==> src/hw/rtl/qgc_pkg.sv <==
// Shared types and constants of the queens greedy crossover block.
// No dependencies; used by the channel interfaces, the cell and the top level.
package qgc_pkg;

  localparam int BOARD_W  = 32;
  localparam int CONF_W   = 5;
  localparam int CONF_MAX = 31;

  // Which board a probe is scored against, and where its exit sum goes.
  typedef enum logic [1:0] {
    PK_MOM = 2'd0,
    PK_DAD = 2'd1,
    PK_NEW = 2'd2,
    PK_OLD = 2'd3
  } probe_kind_t;

  typedef struct packed {
    logic load_in;   // capture parent rows
    logic pick_en;   // seed child from the chosen parent
    logic pick_mom;  // child seeded from mother (other parent is father)
    logic upd_en;    // take the other parent's row into this column
  } cell_ctl_t;

endpackage

==> src/hw/rtl/qgc_in_if.sv <==
// Input channel: valid/ready handshake carrying one pair of parent boards.
// Depends on qgc_pkg.
interface qgc_in_if;
  logic                          valid;
  logic                          ready;
  logic [qgc_pkg::BOARD_W-1:0]   mother_board;
  logic [qgc_pkg::BOARD_W-1:0]   father_board;

  modport source (output valid, output mother_board, output father_board, input ready);
  modport sink   (input valid, input mother_board, input father_board, output ready);
endinterface

==> src/hw/rtl/qgc_out_if.sv <==
// Result channel: valid/ready handshake carrying the child board and its count.
// Depends on qgc_pkg.
interface qgc_out_if;
  logic                          valid;
  logic                          ready;
  logic [qgc_pkg::BOARD_W-1:0]   child_board;
  logic [qgc_pkg::CONF_W-1:0]    child_conflicts;

  modport source (output valid, output child_board, output child_conflicts, input ready);
  modport sink   (input valid, input child_board, input child_conflicts, output ready);
endinterface

==> src/hw/rtl/qgc_cell.sv <==
// One column cell: holds mother, father and child rows of its column and
// adds its conflicts with a passing probe to the running sum. Depends on qgc_pkg.
module qgc_cell #(
  parameter int IDX      = 0,
  parameter int ROW_BITS = 4,
  parameter int COL_W    = 3,
  parameter int SUM_W    = 5
) (
  input  logic                      clk,
  input  logic                      rst_n,
  input  qgc_pkg::cell_ctl_t        ctl,
  input  logic [ROW_BITS-1:0]       ld_mom,
  input  logic [ROW_BITS-1:0]       ld_dad,
  input  logic                      prb_valid_i,
  input  qgc_pkg::probe_kind_t      prb_kind_i,
  input  logic [COL_W-1:0]          prb_col_i,
  input  logic [ROW_BITS-1:0]       prb_row_i,
  input  logic [SUM_W-1:0]          prb_sum_i,
  output logic                      prb_valid_o,
  output qgc_pkg::probe_kind_t      prb_kind_o,
  output logic [COL_W-1:0]          prb_col_o,
  output logic [ROW_BITS-1:0]       prb_row_o,
  output logic [SUM_W-1:0]          prb_sum_o,
  output logic [ROW_BITS-1:0]       mom_row,
  output logic [ROW_BITS-1:0]       dad_row,
  output logic [ROW_BITS-1:0]       child_row
);

  localparam int DW = ROW_BITS + COL_W;
  localparam logic [COL_W-1:0] MY_COL = COL_W'(IDX);

  logic [ROW_BITS-1:0]  mom_r, dad_r, child_r;
  logic                 pv_r;
  qgc_pkg::probe_kind_t pk_r;
  logic [COL_W-1:0]     pc_r;
  logic [ROW_BITS-1:0]  prow_r;
  logic [SUM_W-1:0]     psum_r;

  logic [ROW_BITS-1:0]  ref_row;
  logic [ROW_BITS-1:0]  rdist;
  logic [COL_W-1:0]     cdist;
  logic                 hit;
  logic [1:0]           add;
  logic [SUM_W-1:0]     sum_nxt;

  always_comb begin
    case (prb_kind_i)
      qgc_pkg::PK_MOM: ref_row = mom_r;
      qgc_pkg::PK_DAD: ref_row = dad_r;
      default:         ref_row = child_r;
    endcase
    rdist = (ref_row > prb_row_i) ? ref_row - prb_row_i : prb_row_i - ref_row;
    cdist = (MY_COL > prb_col_i) ? MY_COL - prb_col_i : prb_col_i - MY_COL;
    hit   = (prb_col_i != MY_COL) && (ref_row != '0) && (prb_row_i != '0);
    add   = 2'd0;
    if (hit) begin
      add = 2'({1'b0, rdist == '0} + {1'b0, DW'(rdist) == DW'(cdist)});
    end
    sum_nxt = prb_sum_i + SUM_W'(add);
  end

  always_ff @(posedge clk) begin
    if (ctl.load_in) begin
      mom_r <= ld_mom;
      dad_r <= ld_dad;
    end
    if (ctl.pick_en) begin
      child_r <= ctl.pick_mom ? mom_r : dad_r;
    end else if (ctl.upd_en) begin
      child_r <= ctl.pick_mom ? dad_r : mom_r;
    end
    pk_r   <= prb_kind_i;
    pc_r   <= prb_col_i;
    prow_r <= prb_row_i;
    psum_r <= sum_nxt;
  end

  always_ff @(posedge clk) begin
    if (!rst_n) begin
      pv_r <= 1'b0;
    end else begin
      pv_r <= prb_valid_i;
    end
  end

  assign prb_valid_o = pv_r;
  assign prb_kind_o  = pk_r;
  assign prb_col_o   = pc_r;
  assign prb_row_o   = prow_r;
  assign prb_sum_o   = psum_r;
  assign mom_row     = mom_r;
  assign dad_row     = dad_r;
  assign child_row   = child_r;

endmodule

==> src/hw/rtl/queens_greedy_crossover.sv <==
// Queens greedy crossover: sequencer plus a chain of column cells.
// Depends on qgc_pkg, qgc_in_if, qgc_out_if and qgc_cell.
//
// Usage: in_ch carries a pair of parent boards (ROW_BITS-bit row per column,
// column 0 in the low bits, 0 = empty); a transfer happens when valid and
// ready are both high. out_ch returns the child board and its conflict count,
// one result per input, in order.
// A probe (column, row) walks the cell chain one cell per cycle and collects
// its conflicts with every other column.
// Scoring both parents streams 2*COLUMNS probes.
// Each column trial sends two probes and waits for them.
// One pair is processed at a time and in_ch.ready is high only while the
// sequencer is idle, so a new pair is not taken before the last child is
// finished and handed to the output register.
// The result sits in an output register; the next pair is accepted while it
// waits, and a stalled receiver only blocks the block once the next child is
// finished. Reset clears the sequencer, the probe chain and out_ch.valid.
module queens_greedy_crossover #(
  parameter int COLUMNS  = 8,
  parameter int ROW_BITS = 4
) (
  input  logic      clk,
  input  logic      rst_n,
  qgc_in_if.sink    in_ch,
  qgc_out_if.source out_ch
);

  localparam int PACK_W = COLUMNS * ROW_BITS;
  localparam int EXT_W  = (PACK_W > qgc_pkg::BOARD_W) ? PACK_W : qgc_pkg::BOARD_W;
  localparam int COL_W  = $clog2(COLUMNS);
  localparam int SUM_W  = $clog2(2 * COLUMNS - 1);
  localparam int CNT_W  = $clog2(COLUMNS * (COLUMNS - 1) + 1);
  localparam int TOT_W  = CNT_W + 1;
  localparam int AW     = CNT_W + 1;
  localparam int INJ_W  = $clog2(2 * COLUMNS + 1);
  localparam int SAT_W  = (CNT_W > qgc_pkg::CONF_W) ? CNT_W : qgc_pkg::CONF_W;
  localparam logic [INJ_W-1:0] NPROBE = INJ_W'(2 * COLUMNS);
  localparam logic [COL_W-1:0] LAST_COL = COL_W'(COLUMNS - 1);

  typedef enum logic [7:0] {
    S_IDLE   = 8'b0000_0001,
    S_SCORE  = 8'b0000_0010,
    S_PICK   = 8'b0000_0100,
    S_TRY    = 8'b0000_1000,
    S_BASE   = 8'b0001_0000,
    S_WAIT   = 8'b0010_0000,
    S_DECIDE = 8'b0100_0000,
    S_DONE   = 8'b1000_0000
  } state_t;

  state_t               state_r, state_nxt;
  logic [INJ_W-1:0]     inj_r, ext_r;
  logic [COL_W-1:0]     col_r;
  logic                 pick_mom_r;
  logic [TOT_W-1:0]     tm_r, tf_r;
  logic [SUM_W-1:0]     new_r, old_r;
  logic [CNT_W-1:0]     cur_r;
  logic                 out_valid_r;
  logic [qgc_pkg::BOARD_W-1:0] out_board_r;
  logic [qgc_pkg::CONF_W-1:0]  out_conf_r;

  logic [EXT_W-1:0]     mom_ext, dad_ext, child_ext;
  logic [PACK_W-1:0]    child_pack;
  logic [ROW_BITS-1:0]  mom_rows   [COLUMNS];
  logic [ROW_BITS-1:0]  dad_rows   [COLUMNS];
  logic [ROW_BITS-1:0]  child_rows [COLUMNS];
  qgc_pkg::cell_ctl_t   ctl        [COLUMNS];

  logic                 pv   [COLUMNS+1];
  qgc_pkg::probe_kind_t pk   [COLUMNS+1];
  logic [COL_W-1:0]     pc   [COLUMNS+1];
  logic [ROW_BITS-1:0]  prow [COLUMNS+1];
  logic [SUM_W-1:0]     psum [COLUMNS+1];

  logic                 accept;
  logic                 out_load;
  logic [COL_W-1:0]     rd_col;
  logic [ROW_BITS-1:0]  mom_sel, dad_sel, child_sel;
  logic [CNT_W-1:0]     cm, cf;
  logic                 pick_mom_now;
  logic                 keep_new;
  logic [AW-1:0]        cur_upd;
  logic [SAT_W-1:0]     cur_sat;

  assign accept   = in_ch.valid && (state_r == S_IDLE);
  assign out_load = (state_r == S_DONE) && (!out_valid_r || out_ch.ready);

  assign mom_ext = EXT_W'(in_ch.mother_board);
  assign dad_ext = EXT_W'(in_ch.father_board);

  assign rd_col    = (state_r == S_SCORE) ? COL_W'(inj_r >> 1) : col_r;
  assign mom_sel   = mom_rows[rd_col];
  assign dad_sel   = dad_rows[rd_col];
  assign child_sel = child_rows[rd_col];

  assign cm           = CNT_W'(tm_r >> 1);
  assign cf           = CNT_W'(tf_r >> 1);
  assign pick_mom_now = (state_r == S_PICK) ? (cm < cf) : pick_mom_r;
  assign keep_new     = new_r <= old_r;
  assign cur_upd      = AW'(cur_r) + AW'(new_r) - AW'(old_r);
  assign cur_sat      = SAT_W'(cur_r);

  // Probe injection into the head of the chain.
  always_comb begin
    pv[0]   = 1'b0;
    pk[0]   = qgc_pkg::PK_MOM;
    pc[0]   = rd_col;
    prow[0] = mom_sel;
    psum[0] = '0;
    unique case (state_r)
      S_SCORE: begin
        pv[0] = inj_r < NPROBE;
        if (inj_r[0]) begin
          pk[0]   = qgc_pkg::PK_DAD;
          prow[0] = dad_sel;
        end
      end
      S_TRY: begin
        pv[0]   = 1'b1;
        pk[0]   = qgc_pkg::PK_NEW;
        prow[0] = pick_mom_r ? dad_sel : mom_sel;
      end
      S_BASE: begin
        pv[0]   = 1'b1;
        pk[0]   = qgc_pkg::PK_OLD;
        prow[0] = child_sel;
      end
      default: begin
        pv[0] = 1'b0;
      end
    endcase
  end

  genvar gi;
  generate
    for (gi = 0; gi < COLUMNS; gi++) begin : g_cell
      always_comb begin
        ctl[gi].load_in  = accept;
        ctl[gi].pick_en  = (state_r == S_PICK);
        ctl[gi].pick_mom = pick_mom_now;
        ctl[gi].upd_en   = (state_r == S_DECIDE) && keep_new && (col_r == COL_W'(gi));
      end

      qgc_cell #(
        .IDX      (gi),
        .ROW_BITS (ROW_BITS),
        .COL_W    (COL_W),
        .SUM_W    (SUM_W)
      ) u_cell (
        .clk         (clk),
        .rst_n       (rst_n),
        .ctl         (ctl[gi]),
        .ld_mom      (mom_ext[gi*ROW_BITS +: ROW_BITS]),
        .ld_dad      (dad_ext[gi*ROW_BITS +: ROW_BITS]),
        .prb_valid_i (pv[gi]),
        .prb_kind_i  (pk[gi]),
        .prb_col_i   (pc[gi]),
        .prb_row_i   (prow[gi]),
        .prb_sum_i   (psum[gi]),
        .prb_valid_o (pv[gi+1]),
        .prb_kind_o  (pk[gi+1]),
        .prb_col_o   (pc[gi+1]),
        .prb_row_o   (prow[gi+1]),
        .prb_sum_o   (psum[gi+1]),
        .mom_row     (mom_rows[gi]),
        .dad_row     (dad_rows[gi]),
        .child_row   (child_rows[gi])
      );

      assign child_pack[gi*ROW_BITS +: ROW_BITS] = child_rows[gi];
    end
  endgenerate

  assign child_ext = EXT_W'(child_pack);

  always_comb begin
    state_nxt = state_r;
    unique case (state_r)
      S_IDLE:   if (in_ch.valid) state_nxt = S_SCORE;
      S_SCORE:  if (ext_r == NPROBE) state_nxt = S_PICK;
      S_PICK:   state_nxt = S_TRY;
      S_TRY:    state_nxt = S_BASE;
      S_BASE:   state_nxt = S_WAIT;
      S_WAIT:   if (ext_r == INJ_W'(2)) state_nxt = S_DECIDE;
      S_DECIDE: state_nxt = (col_r == LAST_COL) ? S_DONE : S_TRY;
      S_DONE:   if (out_load) state_nxt = S_IDLE;
      default:  state_nxt = S_IDLE;
    endcase
  end

  always_ff @(posedge clk) begin
    if (!rst_n) begin
      state_r     <= S_IDLE;
      out_valid_r <= 1'b0;
    end else begin
      state_r <= state_nxt;
      if (out_load) begin
        out_valid_r <= 1'b1;
      end else if (out_ch.ready) begin
        out_valid_r <= 1'b0;
      end
    end
  end

  // Sequencer counters, probe exit collection and the output register.
  always_ff @(posedge clk) begin
    if (accept) begin
      inj_r <= '0;
      ext_r <= '0;
      tm_r  <= '0;
      tf_r  <= '0;
    end else begin
      if ((state_r == S_SCORE) && (inj_r < NPROBE)) begin
        inj_r <= inj_r + INJ_W'(1);
      end
      if ((state_r == S_PICK) || (state_r == S_DECIDE)) begin
        ext_r <= '0;
      end else if (pv[COLUMNS]) begin
        ext_r <= ext_r + INJ_W'(1);
      end
      if (pv[COLUMNS]) begin
        case (pk[COLUMNS])
          qgc_pkg::PK_MOM: tm_r  <= tm_r + TOT_W'(psum[COLUMNS]);
          qgc_pkg::PK_DAD: tf_r  <= tf_r + TOT_W'(psum[COLUMNS]);
          qgc_pkg::PK_NEW: new_r <= psum[COLUMNS];
          default:         old_r <= psum[COLUMNS];
        endcase
      end
    end
    if (state_r == S_PICK) begin
      pick_mom_r <= pick_mom_now;
      cur_r      <= pick_mom_now ? cm : cf;
      col_r      <= '0;
    end
    if (state_r == S_DECIDE) begin
      if (keep_new) begin
        cur_r <= CNT_W'(cur_upd);
      end
      col_r <= col_r + COL_W'(1);
    end
    if (out_load) begin
      out_board_r <= child_ext[qgc_pkg::BOARD_W-1:0];
      out_conf_r  <= (cur_sat > SAT_W'(qgc_pkg::CONF_MAX)) ?
                     qgc_pkg::CONF_W'(qgc_pkg::CONF_MAX) : cur_sat[qgc_pkg::CONF_W-1:0];
    end
  end

  assign in_ch.ready            = (state_r == S_IDLE);
  assign out_ch.valid           = out_valid_r;
  assign out_ch.child_board     = out_board_r;
  assign out_ch.child_conflicts = out_conf_r;

endmodule
==> src/flat_wrapper.sv <==
// flat-port wrapper written by rule: the top's interface ports become plain ports
module queens_greedy_crossover_flat 
#(
  parameter int COLUMNS  = 8,
  parameter int ROW_BITS = 4
)
  (clk, rst_n, in_ch_valid, in_ch_mother_board, in_ch_father_board, in_ch_ready, out_ch_valid, out_ch_child_board, out_ch_child_conflicts, out_ch_ready);
  qgc_in_if in_ch_i ();
  qgc_out_if out_ch_i ();
  input  logic clk;
  input  logic rst_n;
  input wire logic [$bits(in_ch_i.valid)-1:0] in_ch_valid;
  input wire logic [$bits(in_ch_i.mother_board)-1:0] in_ch_mother_board;
  input wire logic [$bits(in_ch_i.father_board)-1:0] in_ch_father_board;
  output wire logic [$bits(in_ch_i.ready)-1:0] in_ch_ready;
  output wire logic [$bits(out_ch_i.valid)-1:0] out_ch_valid;
  output wire logic [$bits(out_ch_i.child_board)-1:0] out_ch_child_board;
  output wire logic [$bits(out_ch_i.child_conflicts)-1:0] out_ch_child_conflicts;
  input wire logic [$bits(out_ch_i.ready)-1:0] out_ch_ready;
  assign in_ch_i.valid = in_ch_valid;
  assign in_ch_i.mother_board = in_ch_mother_board;
  assign in_ch_i.father_board = in_ch_father_board;
  assign in_ch_ready = in_ch_i.ready;
  assign out_ch_valid = out_ch_i.valid;
  assign out_ch_child_board = out_ch_i.child_board;
  assign out_ch_child_conflicts = out_ch_i.child_conflicts;
  assign out_ch_i.ready = out_ch_ready;
  queens_greedy_crossover #(.COLUMNS(COLUMNS), .ROW_BITS(ROW_BITS)) u_core (.clk(clk), .rst_n(rst_n), .in_ch(in_ch_i), .out_ch(out_ch_i));
endmodule
==> config.mk <==
export PLATFORM = sky130hd
export DESIGN_NAME = queens_greedy_crossover_flat
export DESIGN_NICKNAME = d
export VERILOG_FILES = /design/src/hw/rtl/qgc_pkg.sv /design/src/hw/rtl/qgc_in_if.sv /design/src/hw/rtl/qgc_out_if.sv /design/src/hw/rtl/qgc_cell.sv /design/src/hw/rtl/queens_greedy_crossover.sv /design/src/flat_wrapper.sv
export SDC_FILE = /design/constraint.sdc
export NUM_CORES = 1
export LEC_CHECK = 0
export BUFFER_PORTS_ARGS = -buffer_cell sky130_fd_sc_hd__buf_2
export CORE_ASPECT_RATIO = 0.75
export CORE_MARGIN = 2
export CORE_UTILIZATION = 50
export CTS_CLUSTER_DIAMETER = 150
export DETAILED_ROUTE_END_ITERATION = 6
export PLACE_DENSITY = 0.68
export SYNTH_ARGS = -nofsm -noshare
export SYNTH_HDL_FRONTEND = slang
export SYNTH_HIERARCHICAL = 1
export SYNTH_SLANG_ARGS = --single-unit
==> constraint.sdc <==
create_clock -name clk -period 10.1 [get_ports clk]
set_clock_uncertainty 0.05 [all_clocks]
set_input_delay 2.02 -clock clk [delete_from_list [all_inputs] [get_ports clk]]
set_output_delay 2.02 -clock clk [all_outputs]
set_load 0.02 [all_outputs]
# After elaboration in Yosys (flattened, before gate mapping)
# Index checks and enable logic that the tools add are counted.
[word_totals] regBits=286 latch_bits=0 mem_bits_rw=0 rom_bits=0 in_bits=68 out_inout_bits=39 n_memories=0
[op_classes] n_addsub=53 multipliers=0 n_div=0 n_lt_le_gt_ge=21 eq_ne=46 shifts=0 mux=94 bitwise=3 reduce_logical=84
[op_table] cell="$mux W4" count=48
[op_table] cell="$pmux W4 S2" count=8
[op_table] cell="$pmux W8 S8" count=1
[op_table] cell="$reduce_bool A4 Y1" count=16
[op_table] cell="$sub A4 B4 Y4" count=16
[op_table] cell="$mux W8" count=5
[op_table] cell="$bmux W4 S3" count=3
[op_table] cell="$mux W3" count=11
[op_table] cell="$eq A4 B3 Y1" count=8
[op_table] cell="$gt A4 B4 Y1" count=8
[op_table] cell="$logic_not A4 Y1" count=8
[op_table] cell="$logic_and A1 B1 Y1" count=28
[op_table] cell="$mux W6" count=4
[op_table] cell="$add A4 B2 Y4" count=5
[op_table] cell="$reduce_bool A2 Y1" count=10
[op_table] cell="$eq A2 B1 Y1 const B" count=9
[op_table] cell="$logic_not A2 Y1" count=9
[op_table] cell="$add A1 B1 Y2" count=8
[op_table] cell="$add A7 B4 Y7" count=2
[op_table] cell="$mux W2" count=7
[op_table] cell="$eq A3 B3 Y1 const B" count=4
[op_table] cell="$gt A3 B3 Y1 const A" count=4
[op_table] cell="$ne A3 B3 Y1 const B" count=4
[op_table] cell="$pmux W4 S3" count=1
[op_table] cell="50 further kinds" count=74

# Longest topological paths before layout
[depth] depth_word=12 depth_mapped=25

# By module
# The synthesis kept the hierarchy.
[by_module_without_submodules] mod="queens_greedy_crossover" n_inst=1 cells_per_inst=494 area_each_um2=5290.1 seq_area_each_um2=2252.2
[by_module_without_submodules] mod="qgc_cell (u_core.g_cell[2].u_cell)" n_inst=1 cells_per_inst=134 area_each_um2=1471.4 seq_area_each_um2=640.6
[by_module_without_submodules] mod="qgc_cell (u_core.g_cell[5].u_cell)" n_inst=1 cells_per_inst=121 area_each_um2=1396.3 seq_area_each_um2=640.6
[by_module_without_submodules] mod="qgc_cell (u_core.g_cell[1].u_cell)" n_inst=1 cells_per_inst=118 area_each_um2=1371.3 seq_area_each_um2=640.6
[by_module_without_submodules] mod="qgc_cell (u_core.g_cell[4].u_cell)" n_inst=1 cells_per_inst=126 area_each_um2=1366.3 seq_area_each_um2=640.6
[by_module_without_submodules] mod="qgc_cell (u_core.g_cell[6].u_cell)" n_inst=1 cells_per_inst=122 area_each_um2=1362.6 seq_area_each_um2=640.6
[by_module_without_submodules] mod="qgc_cell (u_core.g_cell[0].u_cell)" n_inst=1 cells_per_inst=122 area_each_um2=1361.3 seq_area_each_um2=640.6
[by_module_without_submodules] mod="qgc_cell (u_core.g_cell[3].u_cell)" n_inst=1 cells_per_inst=124 area_each_um2=1360.1 seq_area_each_um2=640.6
[by_module_without_submodules] mod="qgc_cell (u_core.g_cell[7].u_cell)" n_inst=1 cells_per_inst=117 area_each_um2=1350.0 seq_area_each_um2=640.6

# Least setup slack after synthesis
# No wires, ideal clock.
[synth_path] path_kind="register -> register" from="reg u_core.state_r[7]" to="reg u_core.g_cell[0].u_cell.psum_r[0]" arrival_time_ns=4.783 required_ns=9.928 path_slack_ns=5.146 stages_incl_launch_ff=21 path_buffers=2 path_cell_list="dfxtp_1 > nor4b_2 > nand3_1 > and2_4 > buf_8 > inv_6 > buf_2 > mux4_2 > a22oi_1 > nand3_1 > ha_1 > fa_1 > nor2b_4 > o21a_1 > o21ai_4 > or3_2 > o211ai_1 > nor4b_2 > ha_1 > and2_1 > ha_1"
[synth_lines] item="start, declared" line_no="queens_greedy_crossover.sv:51" source="state_t state_r, state_nxt;"
[synth_lines] item="start signal, assigned" line_no="queens_greedy_crossover.sv:196" source="state_r <= state_nxt;"
[synth_lines] item="end signal, assigned" line_no="qgc_cell.sv:75" source="psum_r <= sum_nxt;"
[synth_lines] item="end, declared" line_no="qgc_cell.sv:37" source="logic [SUM_W-1:0] psum_r;"

==> impl_metrics.yaml <==
power_and_ir_drop:
  power_switching_uw: 993
  ir_drop_mv: 0.137
  seqPwrFrac_pct: 43.6
  clock_power_share_pct: 32.8
  power_density_mw_per_mm2: 187
  power_report.internal_total_mw: 2.39
  power.share.combinational_pct: 23.6
  switching_share_pct: 29.4
  leakage_nw: 7.74
route:
  via_count: 11300
  remaining_drc_errors: 0
  routed_wire_length_per_instance_um: 19.3
  detailedRoute.firstPassIterationCount: 5
  dr.first_iter.drc_count: 1004
  finalWirelength_um: 39500
  postRouteAntennaNets: 0
  drt-vias-per-instance: 5.54
timing:
  max-slew-margin-rel_pct: 30.0
  period_needed_ns: 5.98
  number_of_max_slew_violations_in_the_final_report: 0
  tightestPinTransition_ns: 1.05
  report.final.setup_viol: 0
  worst_slack_ns: 4.12
  rsz0062_at_grt: "no"
  timing.final.crit_share_pct: 59.2
  hold_viol_final: 0
  tns_ns: 0
  maximum_operating_frequency_mhz: 167
clock_tree:
  cts_setup_buffers: 0
  tritoncts: "done"
  tritoncts.num_buffers: 28
  cts.sinks: 289
  ctsRootBufferMaster: "clkbuf_16"
  clkLatencyLatePin_ns: 0.55
  ctsLongestPathBuffers: 3
  htreeDepth: 1
  clk_transition_reported_paths_ns: 0.06
  post_cts_repair_resize_count: 0
  ctsHoldBuffers: 0
cells_and_area:
  layout.cells.most_common_list: "145 x edfxtp_1, 144 x dfxtp_1, 135 x ha_1, 133 x inv_1, 124 x nand2_1"
  area.growth.synth_to_final_pct: 11.8
  net_count_reported_at_finish: 1811
  commonest_non_fill_non_tap_cell_in_the_layout: "edfxtp_1"
  fillerInstances: 2698
  drive_gt1_share_pct: 15.4
synth:
  post_synthesis_area_per_instance_um2: 11.0
  yosysWarningCount: 6
  postSynthCellCount: 1471
  synth.cell_area_mm2: 0.0162
global_routing:
  pin_count_of_the_biggest_net_entering_global_routing: 88
  antenna_found_initial: 2
  grt_first_pass_wirelength_um: 61700
  track_usage_pct: 23.7
  grt_pass1_vias: 10900
  globalRouteOverflowTotal: 0
floorplanning:
  core_area_mm2: 0.0322
  initial_core_util_pct: 50.3
  die_area_mm2: 0.0338
  die_height_um: 160
  die_x_um: 212
  std_cell_rows: 57
  io_pins: 107
setup_path:
  path_class: "flip-flop to flip-flop"
  required_ns: 10.55
  endpoint_kind: "flip-flop"
  cp-start-kind: "flip-flop"
  rrSetupSlack_ns: 4.12
  worst-endpoint-arrival_ns: 6.43
  critPathMaxStageDelay_ns: 0.75
  timing.critical_path.cells: "or4_1 > o21ai_1 > and2_1 > inv_2 > mux4_2 > a22oi_1 > nand3_1 > ha_1 > fa_1 > nor2b_4 > o21a_1 > o21ai_4 > mux2i_2 > xnor2_1 > nor4b_2 > ha_1 > nand2_1 > fa_1 > inv_1"
  critPathMaxFanout: 27
  worst_path_max_delay_cell: "or4_1"
placed_design:
  port-buffer-count: 106
  gp_routability_congestion: 0.899
  detailedPlace.worstSlack_ns: 4.22
  hpwl_um: 31000
min_path:
  worstHoldPathType: "flip-flop to flip-flop"
flow_run:
  max_cap_violations: 0
run_status:
  outcome: "finished, final reports clean"
-- sequential cells by signal, indices dropped and copies added, names as in the netlist, 4 cells and up --
| register | count |
|---|---|
| u_core/g_cell.u_cell/prb_valid_o | 8 |
| u_core/state_r | 8 |
| u_core/g_cell.u_cell/dad_row | 32 |
| u_core/g_cell.u_cell/prb_col_o | 21 |
| u_core/g_cell.u_cell/prb_row_o | 28 |
| u_core/g_cell.u_cell/child_row | 32 |
| u_core/g_cell.u_cell/mom_row | 32 |
| u_core/tm_r | 7 |
| u_core/old_r | 4 |
| u_core/out_ch.child_board | 32 |
| u_core/ext_r | 5 |
| u_core/g_cell.u_cell/prb_kind_o | 16 |
| u_core/tf_r | 7 |
| u_core/inj_r | 5 |
| u_core/g_cell.u_cell/prb_sum_o | 32 |
| u_core/new_r | 4 |
| u_core/cur_r | 6 |
| u_core/out_ch.child_conflicts | 5 |
-- critical path, delay by kind of cell (launching register included) --
kind                     cells  cell delay [ns]
AND/OR/NAND/NOR              6             1.78
flip-flops                   1             0.37
XOR/XNOR                     1             0.13
multiplexers                 2             0.63
adder cells (fa/ha/maj)      4             1.41
AO/OA/AOI/OAI                4             1.24
buffers and inverters        2             0.31
-- metal layers --
layer	wire [um]	vias to the layer above	GRT usage (%)
met5	0	-	0
met4	756	0	5.22
met3	3470	56	5.29
met2	16200	455	33.9
met1	19000	5370	36.5
li1	-	5432	-
-- final cells by class --
class,instances,area [um^2],area share (%)
Clock buffer,36,772,4.26
Tap cell,442,553,3.05
Clock inverter,16,205,1.13
Timing Repair Buffer,111,568,3.14
Antenna cell,1,2.50,0.0138
Multi-Input combinational cell,1012,8250,45.6
Inverter,136,515,2.85
Sequential cell,289,7240,40.0
-- power groups by stage --
stage	Sequential (mW)	Combinational [mW]	Clock, mW
finish	1.48	0.797	1.11
detailed placement	1.50	0.785	0
global placement	1.50	0.768	0
global route	1.48	0.898	1.18
floorplan	1.44	0.629	0
CTS	1.47	0.794	1.13
-- metrics by stage --
step	instance area, um^2	hold WS (ns)	util [%]	cells	total power [mW]
floorplan	16200	0.276	-	1476	2.07
global placement	17100	0.311	53.2	1990	2.26
detailed placement	17100	0.314	53.2	1990	2.28
CTS	18100	0.322	56.3	2042	3.40
global route	18100	0.330	56.3	2043	3.56
finish	18100	0.321	56.3	2043	3.38
-- path summary, 6_finish.rpt --
kind,start,endpoint,depth (start not counted)
setup reg to reg,u_core/state_r[0]$_SDFFE_PN1P_,u_core/g_cell[0].u_cell/prb_sum_o[1]$_DFF_P_,19
hold reg to reg,u_core/g_cell[3].u_cell/prb_row_o[3]$_DFF_P_,u_core/g_cell[4].u_cell/prb_row_o[3]$_DFF_P_,0
setup / recovery,u_core/state_r[0]$_SDFFE_PN1P_,u_core/g_cell[0].u_cell/prb_sum_o[1]$_DFF_P_,19
hold / removal,u_core/g_cell[3].u_cell/prb_row_o[3]$_DFF_P_,u_core/g_cell[4].u_cell/prb_row_o[3]$_DFF_P_,0
Power figures use the tool's default switching activity.
